--- config.mk ---
export PLATFORM = sky130hd
export DESIGN_NAME = ewlc_ram
export DESIGN_NICKNAME = d
export VERILOG_FILES = /design/src/design/ewlc_ram.sv
export SDC_FILE = /design/constraint.sdc
export NUM_CORES = 1
export LEC_CHECK = 0
export ABC_CLOCK_PERIOD_IN_PS = 2800
export BUFFER_PORTS_ARGS = -buffer_cell sky130_fd_sc_hd__buf_2
export CORE_AREA = 2 2 117 119
export CTS_BUF_LIST = sky130_fd_sc_hd__clkbuf_8
export DETAILED_ROUTE_END_ITERATION = 6
export DIE_AREA = 0 0 119 121
export PLACE_DENSITY = 0.54
export RECOVER_POWER = 50
export SLEW_MARGIN = 20
export SYNTH_ARGS = -nofsm -noshare
export SYNTH_HDL_FRONTEND = slang
export SYNTH_SLANG_ARGS = --single-unit
--- constraint.sdc ---
create_clock -name i_clk -period 2.8 [get_ports i_clk]
set_clock_uncertainty 0.05 [all_clocks]
set_input_delay 0.84 -clock i_clk [delete_from_list [all_inputs] [get_ports i_clk]]
set_output_delay 0.84 -clock i_clk [all_outputs]
set_load 0.01 [all_outputs]
--- src/design/ewlc_ram.sv ---
module ewlc_ram #(
    parameter int Width = 8,
    parameter int Depth = 16
) (
    input  logic                     i_clk,
    input  logic                     i_we,
    input  logic [$clog2(Depth)-1:0] i_waddr,
    input  logic [Width-1:0]         i_wdata,
    input  logic [$clog2(Depth)-1:0] i_raddr,
    output logic [Width-1:0]         o_rdata
);

    logic [Width-1:0] r_mem [Depth];
    logic [Width-1:0] r_rdata;

    // One write port and one registered read port.
    always_ff @(posedge i_clk) begin
        if (i_we) begin
            r_mem[i_waddr] <= i_wdata;
        end
        r_rdata <= r_mem[i_raddr];
    end

    assign o_rdata = r_rdata;

endmodule

==> flow_metrics.env, run 1 <==
export IMPL_grt_pass1_vias=2580
export IMPL_clockRootBuffer="clkbuf_8"
export IMPL_finalWeightedCongestion=0.710
export IMPL_tns_ns=0
export IMPL_synth_most_common_cell="edfxtp_1"
export IMPL_post_place_ws_ns=0.309
export IMPL_wl_per_cell_um=21.3
export IMPL_fmax_mhz=502
export IMPL_fp_dieW_um=119
export IMPL_final_setup_worst_slack_ns=0.807
export IMPL_cts_reportedPaths_clkPinSlew_ns=0.07
export IMPL_n_fill_cell=1127
export IMPL_slowest_delay_ns=0.50
export IMPL_critPathLaunchType="input pin"
export IMPL_synth_commonest_cells="128 x edfxtp_1, 18 x mux4_2, 16 x a22oi_1"
export IMPL_cp_cell_sequence="buf_2 -> buf_12 -> mux4_2 -> a22oi_1 -> nand2_1"
export IMPL_ys_ff_latch=136
export IMPL_slew_viol_final=0
export IMPL_critPathTopFamily="buffers and inverters"
export IMPL_finalPower_mw=3.87
export IMPL_drive_gt1_share_pct=26.7
export IMPL_slowest_stage="mux4_2"
export IMPL_finalCritPeriodShare_pct=71.2
export IMPL_power_density_mw_per_mm2=653
export IMPL_wirelength_um=10100
export IMPL_synth_nets=247
export IMPL_cts_setup_buffers=0
export IMPL_finalHoldViolations=0
export IMPL_use_met3_pct=5.78
export IMPL_crit_path_max_fanout=14
export IMPL_status="completed"
export IMPL_synth_top_area_share_pct=74.7
export IMPL_cts_resized=0
export IMPL_area_growth_pct=15.1
export IMPL_synth_seq_area_share_pct=77.8
export IMPL_rsz0062_at_grt="no"
export IMPL_grt_max_degree=25
export IMPL_cts_tree="yes"
export IMPL_use_met2_pct=23.7
export IMPL_syn_inst=229
export IMPL_first_pass_iters=4
export IMPL_clock_sinks=136
export IMPL_synth_edf_count=128
export IMPL_io_pin_count=26
export IMPL_whs_path_depth=3
export IMPL_relSlewSlack_pct=53.0
export IMPL_avgSynthCellArea_um2=22.5
export IMPL_ctsHoldBuffers=0
export IMPL_grt_remaining_overflow=0
export IMPL_antenna_cells=0
export IMPL_fin_crit_ns=1.99
export IMPL_cap_violations=0
export IMPL_cp_num_buf_inv=2
export IMPL_dp_hpwl_um=6570
export IMPL_top_usage_layer="met2"
export IMPL_path_class="input pin to register"
export IMPL_htreeDepth=4
export IMPL_synthFlopType="edfxtp_1"
export IMPL_grtUsageMet1_pct=20.7
export IMPL_drc=0
export IMPL_synth_area_leaders="edfxtp_1 75%, mux4_2 7.9%, mux4_1 7.1%"
export IMPL_clockBufferDepth=2
export IMPL_numCtsBuffers=17
export IMPL_p_leak_nw=1.99
export IMPL_arrival_ns=2.25
export IMPL_hp_class="register to register"
export IMPL_die_area_mm2=0.0144
export IMPL_yosys_warnings=0
export IMPL_grt_pass1_wl_um=15500
export IMPL_drt_iter0_drc=154
export IMPL_vias=2410
export IMPL_fp_dieH_um=121
export IMPL_synth_area_mm2=0.00515
export IMPL_start_util_pct=39.3
export IMPL_num_rows=42
export IMPL_grt_antenna_before_repair=1
export IMPL_yosysTopAreaCell="edfxtp_1"
export IMPL_ant_nets=0
export IMPL_core_mm2=0.0131
export IMPL_crit_required_ns=3.06
export IMPL_finalSetupViolCount=0
export IMPL_clk_latency_ns=0.43
export IMPL_end_kind="register"
export IMPL_reg2reg_depth=3
export IMPL_crit_cells=5
export IMPL_synth_cell_types=19
export IMPL_viasPerCell=5.11
export IMPL_portBuffers=25
export IMPL_grt_use_total_pct=15.6
export IMPL_async_flop_share_pct=0
export IMPL_layout_nets=301
export IMPL_worstMarginPinSlew_ns=0.703
export IMPL_max_vdd_ir_drop_mv=0.368
-- routing by layer --
metal  vias up  wire length (um)
met5         -                12
met4         2               153
met3        14               485
met2        58              4900
met1      1254              4520
li1       1082                 -
-- final cells by class --
type                            instances  area (um2)  share of cell area, %
Multi-Input combinational cell         83        1060                   17.8
Sequential cell                       136        4000                   67.6
Clock inverter                         10        41.3                  0.697
Clock buffer                           22         303                   5.11
Tap cell                              176         220                   3.72
Timing Repair Buffer                   45         298                   5.03
-- report_power, final --
group | switching [mW] | internal (mW)
Clock | 0.660 | 0.703
Combinational | 0.125 | 0.0921
Sequential | 0.0121 | 2.28
Total | 0.797 | 3.07
-- worst register-to-register path: stages, from the launching register on --
cell and delay, ns:
edfxtp_1 0.37, mux4_2 0.48, a22oi_1 0.26, nand2_1 0.16
-- kinds of logic (layout without fill, tap and decap cells) --
| kind of cell | Yosys count | count (layout) | share of synthesized area (%) |
|---|---|---|---|
| flops | 136 | 136 | 77.8 |
| simple gates | 35 | 35 | 3.18 |
| mux | 32 | 32 | 15.0 |
| compound gates | 16 | 16 | 2.33 |
| buf+inv | 10 | 77 | 1.68 |
-- sequential cells by signal (all words and copies together), names as in the netlist --
name	flops
r_mem	128
o_rdata	8
-- final timing paths --
check                to         start  slack, ns
min reg2reg  o_rdata[6]  r_mem[12][6]       0.63
max          o_rdata[6]    i_raddr[0]       0.81
max reg2reg  o_rdata[7]   r_mem[2][7]       1.34
min          o_rdata[6]  r_mem[12][6]       0.63
-- stage by stage --
step,instances,util [%],hold slack (ns),instance area (um2)
2_1_floorplan,229,-,0.579,5150
3_3_place_gp,440,42.8,0.606,5590
3_5_place_dp,440,42.8,0.618,5590
4_1_cts,472,45.4,0.634,5940
5_1_grt,472,45.3,0.664,5920
6_report,472,45.3,0.633,5920
-- placed cells by master, fill, tap and decap left out, drive strengths merged --
master,count
clkbuf,32
a22oi,16
or3b,1
mux4,32
nand3,1
nor3,4
nor2,13
nand2b,2
nand2,9
edfxtp,128
dfxtp,8
nor2b,1
buf,35
and2b,1
inv,7
and2,1
clkinv,3
nand3b,2
Note: power is estimated with default switching activity, not from simulation.
==> run 2: changes to the inputs <==
--- a/config.mk
+++ b/config.mk
@@ -5,7 +5,7 @@
 export SDC_FILE = /design/constraint.sdc
 export NUM_CORES = 1
 export LEC_CHECK = 0
-export ABC_CLOCK_PERIOD_IN_PS = 2800
+export ABC_CLOCK_PERIOD_IN_PS = 2100
 export BUFFER_PORTS_ARGS = -buffer_cell sky130_fd_sc_hd__buf_2
 export CORE_AREA = 2 2 117 119
 export CTS_BUF_LIST = sky130_fd_sc_hd__clkbuf_8
==> constraint.sdc (replaced) <==
create_clock -name i_clk -period 2.1 [get_ports i_clk]
set_clock_uncertainty 0.05 [all_clocks]
set_input_delay 0.63 -clock i_clk [delete_from_list [all_inputs] [get_ports i_clk]]
set_output_delay 0.63 -clock i_clk [all_outputs]
set_load 0.01 [all_outputs]
==> run 2 against run 1 <==
- sequential cell count unchanged
- sequential power up 33%
- clock power up 72%
- critical path depth unchanged
- setup slack worse by 0.37 ns
- via count down 0.66%
- non-clock buffer count up 4
- critical endpoint is now o_rdata[4]
==> flow_metrics.env, run 2 (same netlist as run 1, synthesis figures left out) <==
export IMPL_cap_violations=0
export IMPL_grt_remaining_overflow=0
export IMPL_end_kind="register"
export IMPL_top_register="r_mem"
export IMPL_finalPower_mw=5.68
export IMPL_core_mm2=0.0131
export IMPL_pwr_share_clk_pct=41.3
export IMPL_worstMarginPinSlew_ns=0.762
export IMPL_fp_dieW_um=119
export IMPL_status="completed"
export IMPL_numCtsBuffers=17
export IMPL_die_area_mm2=0.0144
export IMPL_slew_viol_final=0
export IMPL_finalSetupViolCount=0
export IMPL_cp_cell_sequence="buf_2 -> buf_12 -> mux4_1 -> a22oi_1 -> nand2_1"
export IMPL_swShare_pct=19.1
export IMPL_dp_cells=444
export IMPL_clock_sinks=136
export IMPL_grt_use_total_pct=14.9
export IMPL_largest_reg_flops=128
export IMPL_pwr_share_seq_pct=53.7
export IMPL_max_vdd_ir_drop_mv=0.399
export IMPL_fin_crit_ns=1.66
export IMPL_grt_max_degree=18
export IMPL_finalWeightedCongestion=0.730
export IMPL_critPathLaunchType="input pin"
export IMPL_vias=2394
export IMPL_portBuffers=25
export IMPL_cts_resized=0
export IMPL_num_rows=42
export IMPL_cts_tree="yes"
export IMPL_fin_cells=476
export IMPL_crit_path_max_fanout=17
export IMPL_ff_latch_area_mm2=0.00400
export IMPL_critPathTopFamily="multiplexers"
export IMPL_cellInternalPower_mw=4.60
export IMPL_clockBufferDepth=2
export IMPL_p_comb_share_pct=5.0
export IMPL_ctsHoldBuffers=0
export IMPL_htreeDepth=4
export IMPL_post_place_ws_ns=-0.0734
export IMPL_slowest_delay_ns=0.57
export IMPL_cp_num_buf_inv=2
export IMPL_n_fill_cell=1088
export IMPL_area_growth_pct=17.7
export IMPL_crit_required_ns=2.35
export IMPL_path_class="input pin to register"
export IMPL_arrival_ns=1.92
export IMPL_fmax_mhz=601
export IMPL_drt_iter0_drc=184
export IMPL_final_common_cell="edfxtp_1"
export IMPL_antenna_cells=0
export IMPL_start_util_pct=39.3
export IMPL_viasPerCell=5.03
export IMPL_cts_setup_buffers=0
export IMPL_grt_pass1_wl_um=15000
export IMPL_rsz0062_at_grt="no"
export IMPL_clk_latency_ns=0.44
export IMPL_io_pin_count=26
export IMPL_finalHoldViolations=0
export IMPL_slowest_stage="mux4_1"
export IMPL_ant_nets=0
export IMPL_hp_class="register to register"
export IMPL_layout_nets=305
export IMPL_multi_input_area_mm2=0.00106
export IMPL_finalCritPeriodShare_pct=79.2
export IMPL_p_sw_mw=1.09
export IMPL_grt_antenna_before_repair=0
export IMPL_dp_hpwl_um=6710
export IMPL_final_setup_worst_slack_ns=0.436
export IMPL_fp_dieH_um=121
export IMPL_relSlewSlack_pct=49.1
export IMPL_mostFrequentLayoutCells="128 x edfxtp_1, 22 x clkbuf_8, 19 x buf_4"
export IMPL_grt_pass1_vias=2553
export IMPL_wl_per_cell_um=20.4
export IMPL_cts_reportedPaths_clkPinSlew_ns=0.08
export IMPL_clockRootBuffer="clkbuf_8"
export IMPL_first_pass_iters=5
export IMPL_power_density_mw_per_mm2=938
export IMPL_drc=0
export IMPL_p_leak_nw=2.04
export IMPL_drive_gt1_share_pct=29.3
export IMPL_wirelength_um=9700
run 2: cell count changes in the layout (fill, tap and decap cells not counted), sizes merged:
| cell | delta |
|---|---|
| inv | -5 |
| bufinv | +4 |
| buf | +3 |
| clkbuf | +1 |
| clkinv | +1 |
run 2: cell type report:
class | count | area share, %
Tap cell | 176 | 3.63
Clock inverter | 10 | 2.44
Timing Repair Buffer | 49 | 5.35
Sequential cell | 136 | 66.1
Clock buffer | 22 | 5.00
Multi-Input combinational cell | 83 | 17.5
run 2: layer usage:
metal	track usage, %	up-vias	wire, um
met5	0	-	0
met4	6.25	0	108
met3	4.42	11	551
met2	23.2	67	4720
met1	19.8	1230	4320
li1	-	1086	-
run 2: power groups by stage:
stage | Combinational [mW] | Sequential, mW | Clock (mW)
after floorplan | 0.154 | 3.11 | 0
after global placement | 0.292 | 3.11 | 0
after detailed placement | 0.296 | 3.11 | 0
after CTS | 0.296 | 3.05 | 2.40
after global routing | 0.311 | 3.06 | 2.50
final | 0.285 | 3.05 | 2.34
run 2: final timing paths:
path,endpoint,slack (ns),from,cells past startpoint
setup reg to reg,o_rdata[4],0.69,r_mem[10][4],3
hold / removal,o_rdata[1],0.62,r_mem[11][1],3
hold reg to reg,o_rdata[1],0.62,r_mem[11][1],3
setup / recovery,o_rdata[4],0.44,i_raddr[0],5
run 2: through the flow:
step | area, um2 | util [%] | TNS [ns] | hold slack [ns]
finish | 6060 | 46.3 | 0 | 0.624
global route | 6060 | 46.3 | 0 | 0.639
CTS | 6080 | 46.5 | 0 | 0.496
detailed placement | 5630 | 43.0 | -0.0734 | 0.612
global placement | 5630 | 43.0 | -0.0449 | 0.600
floorplan | 5150 | - | 0 | 0.579
run 2: worst reg2reg max path, delay by kind of cell, from the launching register on:
family           cells  cell delay [ns]
flip-flops           1             0.37
multiplexers         1             0.50
AO/OA/AOI/OAI        1             0.28
AND/OR/NAND/NOR      1             0.08
